`src/rtl/lsws_pkg.sv`:
```
// Shared types and constants of the LIFO stack with swap.
`default_nettype none
package lsws_pkg;

	localparam int unsigned DEPTH  = 64;
	localparam int unsigned DATA_W = 32;
	localparam int unsigned CNT_W  = $clog2(DEPTH + 1);
	localparam int unsigned ADDR_W = $clog2(DEPTH);

	typedef logic [CNT_W-1:0]  cnt_t;
	typedef logic [ADDR_W-1:0] addr_t;
	typedef logic [DATA_W-1:0] data_t;

	typedef enum logic [2:0] {
		MODE_PUSH = 3'd0,
		MODE_DUMP = 3'd1,
		MODE_PEEK = 3'd2,
		MODE_POP  = 3'd3,
		MODE_SWAP = 3'd4
	} mode_t;

	typedef enum logic [2:0] {
		ST_VALUE      = 3'd0,
		ST_PEEK_EMPTY = 3'd1,
		ST_POP_EMPTY  = 3'd2,
		ST_SWAP_SHORT = 3'd3,
		ST_PUSH_FULL  = 3'd4
	} status_t;

	typedef enum logic [2:0] {
		FS_IDLE,
		FS_READ,
		FS_ERR,
		FS_SWAP_A,
		FS_SWAP_B,
		FS_SWAP_C
	} fsm_t;

	typedef struct packed {
		logic  we;
		addr_t waddr;
		data_t wdata;
		logic  re;
		addr_t raddr;
	} ram_req_t;

	typedef struct packed {
		logic               ld;
		logic signed [31:0] value;
		status_t            status;
		logic               last;
	} out_ld_t;

endpackage
`default_nettype wire

```
`src/rtl/lsws_cmd_if.sv`:
```
// Command channel: operation mode and push value.
`default_nettype none
interface lsws_cmd_if;
	logic               valid;
	logic               ready;
	logic [2:0]         mode;
	logic signed [31:0] push_value;

	modport source (output valid, output mode, output push_value, input ready);
	modport sink (input valid, input mode, input push_value, output ready);
endinterface
`default_nettype wire

```
`src/rtl/lsws_rsp_if.sv`:
```
// Response channel: value, status and last flag.
`default_nettype none
interface lsws_rsp_if;
	logic               valid;
	logic               ready;
	logic signed [31:0] out_value;
	logic [2:0]         status;
	logic               last;

	modport source (output valid, output out_value, output status, output last, input ready);
	modport sink (input valid, input out_value, input status, input last, output ready);
endinterface
`default_nettype wire

```
`src/rtl/lifo_stack_with_swap_unit.sv`:
```
// Top level of the LIFO stack with swap.
//
// cmd carries one word per operation: mode (push, dump, peek, pop, swap) and
// push_value. rsp carries result words: out_value, status and last.
// Entries live in one RAM with a registered read; a fill count
// register marks the top.
// Push and pop give no word. Peek reads the RAM, then loads the result
// register; swap makes two reads, then two writes through the single write
// port. A dump issues one RAM read per cycle and gives one word per cycle
// while the result register is free, top first, last set on the bottom entry.
// A failed operation gives one error word with value 0 and last set.
// cmd.ready is high while the sequencer is idle; a result word waiting in the
// output register does not block the next push or pop.
// When rsp.ready is low the result register holds its word and a dump pauses
// its reads until the register frees up.
// Reset empties the stack and clears all pending results; stored entries are
// not cleared since nothing below the fill count is read before it is written.
`default_nettype none
module lifo_stack_with_swap_unit (
	input  wire logic  clk,
	input  wire logic  arst_n,
	lsws_cmd_if.sink   cmd,
	lsws_rsp_if.source rsp
);

	lsws_pkg::ram_req_t req;
	lsws_pkg::data_t    rdata;
	lsws_pkg::out_ld_t  ld;
	logic               out_free;

	lsws_ram #(
		.WIDTH(lsws_pkg::DATA_W),
		.DEPTH(lsws_pkg::DEPTH)
	) u_ram (
		.clk  (clk),
		.we   (req.we),
		.waddr(req.waddr),
		.wdata(req.wdata),
		.re   (req.re),
		.raddr(req.raddr),
		.rdata(rdata)
	);

	lsws_ctrl u_ctrl (
		.clk     (clk),
		.arst_n  (arst_n),
		.cmd     (cmd),
		.req     (req),
		.rdata   (rdata),
		.ld      (ld),
		.out_free(out_free)
	);

	lsws_out u_out (
		.clk   (clk),
		.arst_n(arst_n),
		.ld    (ld),
		.free  (out_free),
		.rsp   (rsp)
	);

endmodule
`default_nettype wire

```
`src/rtl/lsws_ram.sv`:
```
// Generic simple dual-port RAM, one write and one registered read port.
`default_nettype none
module lsws_ram #(
	parameter int WIDTH = 32,
	parameter int DEPTH = 64,
	localparam int AW = $clog2(DEPTH)
) (
	input  wire logic             clk,
	input  wire logic             we,
	input  wire logic [AW-1:0]    waddr,
	input  wire logic [WIDTH-1:0] wdata,
	input  wire logic             re,
	input  wire logic [AW-1:0]    raddr,
	output logic      [WIDTH-1:0] rdata
);

	logic [WIDTH-1:0] mem [DEPTH];

	always_ff @(posedge clk) begin
		if (we) begin
			mem[waddr] <= wdata;
		end
		// rdata holds while re is low
		if (re) begin
			rdata <= mem[raddr];
		end
	end

endmodule
`default_nettype wire

```
`src/rtl/lsws_out.sv`:
```
// Output register stage of the response channel.
`default_nettype none
module lsws_out (
	input  wire logic             clk,
	input  wire logic             arst_n,
	input  wire lsws_pkg::out_ld_t ld,
	output logic                  free,
	lsws_rsp_if.source            rsp
);

	logic               v_q;
	logic signed [31:0] value_q;
	logic [2:0]         status_q;
	logic               last_q;

	assign free = !v_q || rsp.ready;

	always_ff @(posedge clk or negedge arst_n) begin
		if (!arst_n) begin
			v_q <= 1'b0;
		end else if (ld.ld) begin
			v_q <= 1'b1;
		end else if (rsp.ready) begin
			v_q <= 1'b0;
		end
	end

	always_ff @(posedge clk) begin
		if (ld.ld) begin
			value_q  <= ld.value;
			status_q <= ld.status;
			last_q   <= ld.last;
		end
	end

	assign rsp.valid     = v_q;
	assign rsp.out_value = value_q;
	assign rsp.status    = status_q;
	assign rsp.last      = last_q;

endmodule
`default_nettype wire

```
`src/rtl/lsws_ctrl.sv`:
```
// Stack sequencer: fill count, memory access and result generation.
`default_nettype none
module lsws_ctrl (
	input  wire logic               clk,
	input  wire logic               arst_n,
	lsws_cmd_if.sink                cmd,
	output lsws_pkg::ram_req_t      req,
	input  wire lsws_pkg::data_t    rdata,
	output lsws_pkg::out_ld_t       ld,
	input  wire logic               out_free
);

	lsws_pkg::fsm_t    state_q, state_d;
	lsws_pkg::cnt_t    cnt_q, cnt_d;
	lsws_pkg::cnt_t    rem_q, rem_d;
	lsws_pkg::addr_t   ptr_q, ptr_d;
	logic              dv_q, dv_d;
	logic              dl_q, dl_d;
	lsws_pkg::data_t   tmp_q, tmp_d;
	lsws_pkg::status_t err_q, err_d;

	lsws_pkg::cnt_t  cnt_m1, cnt_m2;
	lsws_pkg::addr_t top_addr, sec_addr;
	logic            empty, full, consume;

	assign cnt_m1   = cnt_q - lsws_pkg::cnt_t'(1);
	assign cnt_m2   = cnt_q - lsws_pkg::cnt_t'(2);
	assign top_addr = cnt_m1[lsws_pkg::ADDR_W-1:0];
	assign sec_addr = cnt_m2[lsws_pkg::ADDR_W-1:0];
	assign empty    = cnt_q == '0;
	assign full     = cnt_q == lsws_pkg::cnt_t'(lsws_pkg::DEPTH);
	// read data is pending in the RAM output and the result register can take it
	assign consume  = dv_q && out_free;

	assign cmd.ready = state_q == lsws_pkg::FS_IDLE;

	always_comb begin
		state_d = state_q;
		cnt_d   = cnt_q;
		rem_d   = rem_q;
		ptr_d   = ptr_q;
		dv_d    = dv_q;
		dl_d    = dl_q;
		tmp_d   = tmp_q;
		err_d   = err_q;
		req     = '0;
		ld      = '0;
		case (state_q)
			lsws_pkg::FS_IDLE: begin
				if (cmd.valid) begin
					case (lsws_pkg::mode_t'(cmd.mode))
						lsws_pkg::MODE_PUSH: begin
							if (full) begin
								err_d   = lsws_pkg::ST_PUSH_FULL;
								state_d = lsws_pkg::FS_ERR;
							end else begin
								req.we    = 1'b1;
								req.waddr = cnt_q[lsws_pkg::ADDR_W-1:0];
								req.wdata = cmd.push_value;
								cnt_d     = cnt_q + lsws_pkg::cnt_t'(1);
							end
						end
						lsws_pkg::MODE_DUMP: begin
							if (!empty) begin
								req.re    = 1'b1;
								req.raddr = top_addr;
								dv_d      = 1'b1;
								dl_d      = cnt_q == lsws_pkg::cnt_t'(1);
								ptr_d     = top_addr - lsws_pkg::addr_t'(1);
								rem_d     = cnt_m1;
								state_d   = lsws_pkg::FS_READ;
							end
						end
						lsws_pkg::MODE_PEEK: begin
							if (empty) begin
								err_d   = lsws_pkg::ST_PEEK_EMPTY;
								state_d = lsws_pkg::FS_ERR;
							end else begin
								req.re    = 1'b1;
								req.raddr = top_addr;
								dv_d      = 1'b1;
								dl_d      = 1'b1;
								rem_d     = '0;
								state_d   = lsws_pkg::FS_READ;
							end
						end
						lsws_pkg::MODE_POP: begin
							if (empty) begin
								err_d   = lsws_pkg::ST_POP_EMPTY;
								state_d = lsws_pkg::FS_ERR;
							end else begin
								cnt_d = cnt_m1;
							end
						end
						lsws_pkg::MODE_SWAP: begin
							if (cnt_q < lsws_pkg::cnt_t'(2)) begin
								err_d   = lsws_pkg::ST_SWAP_SHORT;
								state_d = lsws_pkg::FS_ERR;
							end else begin
								req.re    = 1'b1;
								req.raddr = top_addr;
								state_d   = lsws_pkg::FS_SWAP_A;
							end
						end
						default: begin
						end
					endcase
				end
			end
			lsws_pkg::FS_READ: begin
				ld.ld     = consume;
				ld.value  = rdata;
				ld.status = lsws_pkg::ST_VALUE;
				ld.last   = dl_q;
				if (rem_q != '0 && (!dv_q || consume)) begin
					req.re    = 1'b1;
					req.raddr = ptr_q;
					ptr_d     = ptr_q - lsws_pkg::addr_t'(1);
					rem_d     = rem_q - lsws_pkg::cnt_t'(1);
					dv_d      = 1'b1;
					dl_d      = rem_q == lsws_pkg::cnt_t'(1);
				end else if (consume) begin
					dv_d = 1'b0;
					if (rem_q == '0) begin
						state_d = lsws_pkg::FS_IDLE;
					end
				end else if (!dv_q) begin
					state_d = lsws_pkg::FS_IDLE;
				end
			end
			lsws_pkg::FS_ERR: begin
				ld.ld     = out_free;
				ld.value  = '0;
				ld.status = err_q;
				ld.last   = 1'b1;
				if (out_free) begin
					state_d = lsws_pkg::FS_IDLE;
				end
			end
			lsws_pkg::FS_SWAP_A: begin
				tmp_d     = rdata;
				req.re    = 1'b1;
				req.raddr = sec_addr;
				state_d   = lsws_pkg::FS_SWAP_B;
			end
			lsws_pkg::FS_SWAP_B: begin
				req.we    = 1'b1;
				req.waddr = top_addr;
				req.wdata = rdata;
				state_d   = lsws_pkg::FS_SWAP_C;
			end
			lsws_pkg::FS_SWAP_C: begin
				req.we    = 1'b1;
				req.waddr = sec_addr;
				req.wdata = tmp_q;
				state_d   = lsws_pkg::FS_IDLE;
			end
			default: begin
				state_d = lsws_pkg::FS_IDLE;
			end
		endcase
	end

	always_ff @(posedge clk or negedge arst_n) begin
		if (!arst_n) begin
			state_q <= lsws_pkg::FS_IDLE;
			cnt_q   <= '0;
			rem_q   <= '0;
			dv_q    <= 1'b0;
		end else begin
			state_q <= state_d;
			cnt_q   <= cnt_d;
			rem_q   <= rem_d;
			dv_q    <= dv_d;
		end
	end

	always_ff @(posedge clk) begin
		ptr_q <= ptr_d;
		dl_q  <= dl_d;
		tmp_q <= tmp_d;
		err_q <= err_d;
	end

	a_cnt_range: assert property (@(posedge clk) disable iff (!arst_n)
		cnt_q <= lsws_pkg::cnt_t'(lsws_pkg::DEPTH))
		else $error("fill count above depth");

	a_no_write_in_read: assert property (@(posedge clk) disable iff (!arst_n)
		req.we |-> state_q != lsws_pkg::FS_READ)
		else $error("memory write during a read walk");

	a_pending_in_read: assert property (@(posedge clk) disable iff (!arst_n)
		dv_q |-> state_q == lsws_pkg::FS_READ)
		else $error("read data pending outside a read walk");

	a_load_when_free: assert property (@(posedge clk) disable iff (!arst_n)
		ld.ld |-> out_free)
		else $error("result register overwritten");

	a_swap_keeps_cnt: assert property (@(posedge clk) disable iff (!arst_n)
		state_q == lsws_pkg::FS_SWAP_C |=> cnt_q == $past(cnt_q))
		else $error("swap changed the fill count");

endmodule
`default_nettype wire
```
`src/flat_wrapper.sv`:
```
// flat-port wrapper written by rule: the top's interface ports become plain ports
module lifo_stack_with_swap_unit_flat 
  (clk, arst_n, cmd_valid, cmd_mode, cmd_push_value, cmd_ready, rsp_valid, rsp_out_value, rsp_status, rsp_last, rsp_ready);
  lsws_cmd_if cmd_i ();
  lsws_rsp_if rsp_i ();
  input  wire logic clk;
  input  wire logic arst_n;
  input wire logic [$bits(cmd_i.valid)-1:0] cmd_valid;
  input wire logic [$bits(cmd_i.mode)-1:0] cmd_mode;
  input wire logic [$bits(cmd_i.push_value)-1:0] cmd_push_value;
  output wire logic [$bits(cmd_i.ready)-1:0] cmd_ready;
  output wire logic [$bits(rsp_i.valid)-1:0] rsp_valid;
  output wire logic [$bits(rsp_i.out_value)-1:0] rsp_out_value;
  output wire logic [$bits(rsp_i.status)-1:0] rsp_status;
  output wire logic [$bits(rsp_i.last)-1:0] rsp_last;
  input wire logic [$bits(rsp_i.ready)-1:0] rsp_ready;
  assign cmd_i.valid = cmd_valid;
  assign cmd_i.mode = cmd_mode;
  assign cmd_i.push_value = cmd_push_value;
  assign cmd_ready = cmd_i.ready;
  assign rsp_valid = rsp_i.valid;
  assign rsp_out_value = rsp_i.out_value;
  assign rsp_status = rsp_i.status;
  assign rsp_last = rsp_i.last;
  assign rsp_i.ready = rsp_ready;
  lifo_stack_with_swap_unit u_core (.clk(clk), .arst_n(arst_n), .cmd(cmd_i), .rsp(rsp_i));
endmodule
```
`config.mk`:
```
export PLATFORM = sky130hd
export DESIGN_NAME = lifo_stack_with_swap_unit_flat
export DESIGN_NICKNAME = d
export VERILOG_FILES = /design/src/rtl/lsws_pkg.sv /design/src/rtl/lsws_cmd_if.sv /design/src/rtl/lsws_rsp_if.sv /design/src/rtl/lifo_stack_with_swap_unit.sv /design/src/rtl/lsws_ram.sv /design/src/rtl/lsws_out.sv /design/src/rtl/lsws_ctrl.sv /design/src/flat_wrapper.sv
export SDC_FILE = /design/constraint.sdc
export NUM_CORES = 2
export LEC_CHECK = 0
export BUFFER_PORTS_ARGS = -buffer_cell sky130_fd_sc_hd__buf_2
export CAP_MARGIN = 20
export CORE_MARGIN = 5
export CORE_UTILIZATION = 43
export DETAILED_ROUTE_END_ITERATION = 12
export PLACE_DENSITY = 0.57
export REMOVE_ABC_BUFFERS = 1
export SLEW_MARGIN = 0
export SYNTH_ARGS = -nofsm -noshare
export SYNTH_HDL_FRONTEND = slang
export SYNTH_SLANG_ARGS = --single-unit
```
`constraint.sdc`:
```
create_clock -name clk -period 5.2 [get_ports clk]
set_input_delay 1.3 -clock clk [delete_from_list [all_inputs] [get_ports clk]]
set_output_delay 1.3 -clock clk [all_outputs]
set_load 0.03 [all_outputs]
```
# After elaboration in Yosys (flattened, before gate mapping)
# Memories as Yosys holds them, arrays and structs flattened. A register that Yosys moved wholly into a read port is not among the register bits.
# Cells that the tools add are included.
[totals] wordCells=131 mem_count=1 mem_bits_rw=2048 output_inout_bits=38 register_bits=97
[memory_table] memory="u_core.u_ram.mem" depth=64 word_bits=32 read_ports=1 rd_clocked_by_memory_dff=1 write_ports=1 line="lsws_ram.sv:17" rtl="logic [WIDTH-1:0] mem [DEPTH];"
[op_classes] order_cmp=1 eq_ne=34 mux=55 reduce_logical=22 addsub=6
[op_table] cell="39-bit case mux with 3 select lines" count=1
[op_table] cell="39-bit 2-to-1 mux" count=2
[op_table] cell="37-bit case mux with 2 select lines" count=1
[op_table] cell="7-bit 2-to-1 mux" count=8
[op_table] cell="7-bit case mux with 2 select lines" count=4
[op_table] cell="46-bit 2-to-1 mux" count=1
[op_table] cell="3-bit 2-to-1 mux" count=12
[op_table] cell="3-bit case mux with 5 select lines" count=2
[op_table] cell="6-bit 2-to-1 mux" count=4
[op_table] cell="2-bit != test, second input constant" count=12
[op_table] cell="3-bit != test, second input constant" count=7
[op_table] cell="7-bit case mux with 3 select lines" count=1
[op_table] cell="5-bit AND reduction" count=3
[op_table] cell="7-bit by 1-bit == test with 1-bit output, second input constant" count=2
[op_table] cell="7-bit zero test" count=2
[op_table] cell="7-bit by 1-bit subtractor with 7-bit output, second input constant" count=2
[op_table] cell="1-bit 2-to-1 mux" count=13
[op_table] cell="3-bit by 2-bit == test with 1-bit output, second input constant" count=4
[op_table] cell="3-bit case mux with 4 select lines" count=1
[op_table] cell="6-bit case mux with 2 select lines" count=1
[op_table] cell="6-bit by 1-bit subtractor with 6-bit output, second input constant" count=2
[op_table] cell="3-bit == test, second input constant" count=3
[op_table] cell="9-bit AND reduction" count=1
[op_table] cell="7-bit by 1-bit adder with 7-bit output, second input constant" count=1
[op_table] cell="19 further kinds" count=28

# Longest topological paths before layout
[depth] depth_word=7 mapped_depth=15 mapped_depth_nobuf=10

# Hierarchy
# From an unflattened synthesis, not the netlist that was laid out.
[hier_totals] hier_cells=4043 hier_area_um2=84352.2
[modules_own_cells] mod="lsws_ram" instances=1 area_per_inst_um2=79206.0 cells_per_inst=3572 seq_area_each_um2=62459.9
[modules_own_cells] mod="lsws_ctrl" instances=1 area_per_inst_um2=4017.6 cells_per_inst=432 seq_area_each_um2=1711.6
[modules_own_cells] mod="lsws_out" instances=1 area_per_inst_um2=1128.6 cells_per_inst=39 seq_area_each_um2=1106.1

# Least setup slack after synthesis
# OpenSTA, ideal clock, no wires.
[synth_timing] kind="register to register" start="reg u_core.u_ctrl.state_q[0]" end="mem u_core.u_ram.mem[0][15], data pin" arrival_ns=4.351 path_buffers=4 stages_incl_launch_ff=7 setup_ns=0.702 synth_period_minus_slack_ns=5.053 required_ns=4.498 setup_slack_ns=0.147 path_cell_list="dfrtp_1 -> buf_2 -> buf_1 -> buf_1 -> buf_1 -> mux2i_1 -> o21ai_0"
[synth_lines] item="start: declaration" line="lsws_ctrl.sv:13" rtl="lsws_pkg::fsm_t state_q, state_d;"
[synth_lines] item="start signal: assignment" line="lsws_ctrl.sv:166" rtl="state_q <= lsws_pkg::FS_IDLE;"
[synth_lines] item="start signal: assignment" line="lsws_ctrl.sv:171" rtl="state_q <= state_d;"
[synth_lines] item="end: declaration" line="lsws_ram.sv:17"

# Final worst setup path
[layout_timing] start="reg u_core.u_ctrl.cnt_q[1]" end="reg u_core.u_ram.rdata[20] (read register of u_core.u_ram.mem), data pin"
[layout_via] elab_chain_cells=5 elab_cells_between_ends=9
[layout_rtl] item="start: declaration" line="lsws_ctrl.sv:14" rtl="lsws_pkg::cnt_t cnt_q, cnt_d;"
[layout_rtl] item="start signal: assignment" line="lsws_ctrl.sv:172" rtl="cnt_q <= cnt_d;"
[layout_rtl] item="7-bit by 1-bit subtractor with 7-bit output (tied with other cells)" line="lsws_ctrl.sv:26" rtl="assign cnt_m1 = cnt_q - lsws_pkg::cnt_t'(1);"
[layout_rtl] item="7-bit 2-to-1 mux (on tied branches)" line="lsws_ctrl.sv:96, lsws_ctrl.sv:64, lsws_ctrl.sv:75"
[layout_rtl] item="7-bit case mux with 2 select lines" line="lsws_ctrl.sv:51" rtl="case (lsws_pkg::mode_t'(cmd.mode))"
[layout_rtl] item="46-bit 2-to-1 mux" line="lsws_ctrl.sv:50" rtl="if (cmd.valid) begin"
[layout_rtl] item="7-bit case mux with 3 select lines *" line="lsws_ctrl.sv:48" rtl="case (state_q)"
[layout_rtl] item="end: declaration" line="lsws_ram.sv:14" rtl="output logic [WIDTH-1:0] rdata"
# Mark *: on every way between the ends. The rest lies on a longest branch, timed or not.
# A chain may end at the register's enable or synchronous reset.

==> results.toml <==
[sta]
maxSlewViolCount = 0
timing.final.hold_violations = 0
period_share = 0.989
timing.setup.tns_ns = 0
max_freq_mhz = 194
rsz0062_at_grt = "false"
tightest_slew_ns = 1.17
fin_crit_ns = 5.14
slew_headroom = 0.215
worst_clock_skew_ns = 0.0470
finalSetupViolCount = 0

[drt]
vias = 57821
totalWireLength_microns = 287000
drc = 0
firstDrtPassIters = 8
wire_per_inst_microns = 31.8
first_iter_violations = 7551
postRouteAntennaNets = 0
vias_per_cell = 6.40

[clocking]
worstSkewPairLatency_ns = 0.88
cts_sinks = 2177
postCtsSetupRepairBufs = 0
postCtsHoldBufs = 0
cts_root_buffer = "clkbuf_16"
cts.clk_slew.worst_paths_ns = 0.07
tritoncts = "yes"
cts_resized = 0
numCtsBuffers = 218
h-tree-depth = 4
cts.path.max_buffers = 3

[power_and_ir_drop]
power_w = 0.0556
power_density_nw_per_um2 = 545
peakVddDrop_uv = 417
p_leak_nw = 32.4

[critical_path]
reg2regPathDepth = 12
r2r_setup_slack_ns = 0.06
path_class = "reg2reg"
cp_max_fo = 49
start_kind = "register"
regToRegStartpoint = "u_core.u_ctrl.cnt_q[1]"
critPathCaptureType = "register"
rr_endpoint = "u_core.u_ram.rdata[20]"
crit_required_ns = 5.68
crit_arrival_ns = 5.62

[placed_design]
place_congestion = 0.882
hpwlAfterDp_microns = 162000
placed_area_sq_um = 94800
portBuffers = 76

[outcome]
outcome = "finished clean"

[die]
dieArea_sq_um = 213000
dieHeight_microns = 461
die_w_microns = 461
pin_count = 77
initial_core_util = 0.433
coreArea_sq_um = 203000
num_rows = 165

[synth]
synthDistinctLibCells = 67
synth_flop_cell = "edfxtp_1"
synth_edf_count = 2158
ys_warn_count = 0
syn_avg_cell_area_sq_um = 14.7
synth_area_sq_um = 87600
seq_area_frac_synth = 0.745
async_reset_ff_frac = 0.00873
ys_ff_latch = 2177
synthCells = 5964

[layout]
fill_cells = 16722
multi_input_area_sq_um = 21200
ff_latch_area_sq_um = 65300
fin_area_sq_um = 102000
layout-drive-gt1-share = 0.153
nNetsFinal = 6226
area_delta_synth_final_pct = 16.4

[flow_run]
maxCapViolCount = 0

[global_route]
grt_pass1_wl_microns = 407000
grt_pass1_vias = 55033
grt.overflow.total = 0
antenna_found_initial = 15
grt_max_degree = 180
grt_usage = 0.263

[worst_hold_path]
min_path_type = "in2async"
## per-layer routing
metal / global-route usage / wire, microns / up-vias
met5: 0 / 79 / -
li1: - / - / 24373
met3: 0.0565 / 30100 / 498
met2: 0.407 / 131000 / 3203
met4: 0.0827 / 8710 / 12
met1: 0.375 / 117000 / 29735
## where the power goes
| part | switching (W) | internal, W |
|---|---|---|
| combinational | 0.0128 | 0.00537 |
| sequential | 0.000487 | 0.0213 |
| clock | 0.00681 | 0.00878 |
## stage by stage
stage | hold slack [ns] | std cells | util | setup WS, ns
finish | 0.396 | 9039 | 0.504 | 0.0565
CTS | 0.349 | 9032 | 0.503 | 0.261
global route | 0.397 | 9038 | 0.504 | 0.0195
global placement | 0.467 | 8604 | 0.467 | -0.852
detailed placement | 0.461 | 8623 | 0.468 | -0.176
floorplan | 0.440 | 5439 | - | -17.36
## critical path, cell delays in order (launching register included)
cell and delay, ns:
dfrtp_1 0.47, inv_1 0.25, ha_1 0.27, nor2b_1 0.36, a211oi_2 0.20, o21ai_1 0.67, nand2_4 0.20, buf_12 0.26
buf_12 0.23, a211oi_1 0.32, a211oi_1 0.13, o41ai_2 0.90, nand4_1 0.39
## flip-flops by register name, summed over array words and instances (netlist names)
signal                      count
u_core.u_ctrl.cnt_q             7
u_core.u_out.rsp.status         3
u_core.u_ctrl.dl_q              1
u_core.u_ctrl.state_q           3
u_core.u_ram.mem             2048
u_core.u_ctrl.ptr_q             6
u_core.u_out.rsp.out_value     32
u_core.u_out.rsp.last           1
u_core.u_out.rsp.valid          1
u_core.u_ram.rdata             32
u_core.u_ctrl.rem_q             7
u_core.u_ctrl.err_q             3
u_core.u_ctrl.tmp_q            32
u_core.u_ctrl.dv_q              1
## cell usage after synthesis (64+ instances only)
| master | number | area, sq um |
|---|---|---|
| nor2_1 | 105 | 394 |
| clkbuf_1 | 359 | 1350 |
| nand3_1 | 74 | 370 |
| a311oi_1 | 64 | 561 |
| buf_2 | 127 | 636 |
| nand2_1 | 530 | 1990 |
| a211oi_1 | 889 | 6670 |
| a21oi_1 | 468 | 2340 |
| o41ai_1 | 94 | 823 |
| edfxtp_1 | 2158 | 64800 |
| and3_1 | 445 | 2780 |
| o21ai_0 | 191 | 956 |
| a32oi_1 | 73 | 639 |
## area by class of cell
cell class	count	area share
Timing Repair Buffer	518	0.0497
Tap cell	2672	0.0328
Clock inverter	153	0.0141
Multi-Input combinational cell	3249	0.208
Clock buffer	256	0.0551
Antenna cell	1	0.0000245
Sequential cell	2177	0.640
Inverter	13	0.000478
## cells by family after synthesis
group / count (synthesis) / share of synthesized area
AO/OA/AOI/OAI: 1927 / 0.151
XOR/XNOR: 19 / 0.00190
adder cells (fa/ha/maj): 10 / 0.00143
buffers and inverters: 538 / 0.0257
flip-flops: 2177 / 0.745
multiplexers: 39 / 0.00450
AND/OR/NAND/NOR: 1254 / 0.0709
## cell usage in the layout (no fill, tap or decap), types with 5 or more instances in the layout
| cell type | Yosys | routed |
|---|---|---|
| edfxtp_1 | 2158 | 2158 |
| clkinv_2 | 0 | 41 |
| dfrtp_1 | 19 | 18 |
| ha_1 | 10 | 10 |
| nor2_4 | 2 | 72 |
| buf_12 | 0 | 105 |
| o31ai_2 | 0 | 5 |
| o21ai_4 | 0 | 33 |
| a311oi_1 | 64 | 64 |
| a211oi_1 | 889 | 889 |
| nand2_4 | 3 | 7 |
| clkbuf_16 | 0 | 219 |
| xnor2_1 | 18 | 18 |
| and3_1 | 445 | 445 |
| nor2b_1 | 13 | 11 |
| nor3_1 | 10 | 10 |
| nand4_1 | 36 | 36 |
| a31oi_1 | 6 | 6 |
| nand2b_1 | 7 | 6 |
| clkinv_1 | 0 | 71 |
| bufinv_16 | 0 | 21 |
| nor2_1 | 105 | 36 |
| mux2i_1 | 36 | 36 |
| o41ai_2 | 1 | 10 |
| clkinv_16 | 0 | 5 |
| nand2_1 | 530 | 526 |
| nand3_1 | 74 | 74 |
| clkbuf_1 | 359 | 37 |
| o21ai_0 | 191 | 159 |
| o31ai_1 | 36 | 30 |
| a21oi_1 | 468 | 468 |
| a21boi_0 | 35 | 35 |
| buf_4 | 12 | 325 |
| inv_1 | 13 | 12 |
| buf_2 | 127 | 83 |
| o41ai_1 | 94 | 85 |
| a22o_1 | 35 | 35 |
| and2_1 | 7 | 5 |
| a32oi_1 | 73 | 73 |
## worst max path at each step
stage,start,endpoint,slack (ns),depth (start not counted)
6_report,u_core.u_ctrl.cnt_q[1],u_core.u_ram.rdata[20],0.06,12
5_1_grt,u_core.u_ctrl.cnt_q[1],u_core.u_ram.rdata[20],0.02,12
4_1_cts,u_core.u_ctrl.cnt_q[1],u_core.u_ram.rdata[20],0.26,12
3_5_place_dp,cmd_mode[0],u_core.u_ram.rdata[20],-0.18,11
3_3_place_gp,cmd_mode[0],u_core.u_ram.rdata[28],-0.85,11
2_1_floorplan,cmd_mode[1],u_core.u_ram.rdata[30],-17.36,8
Power figures use the tool's default switching activity.
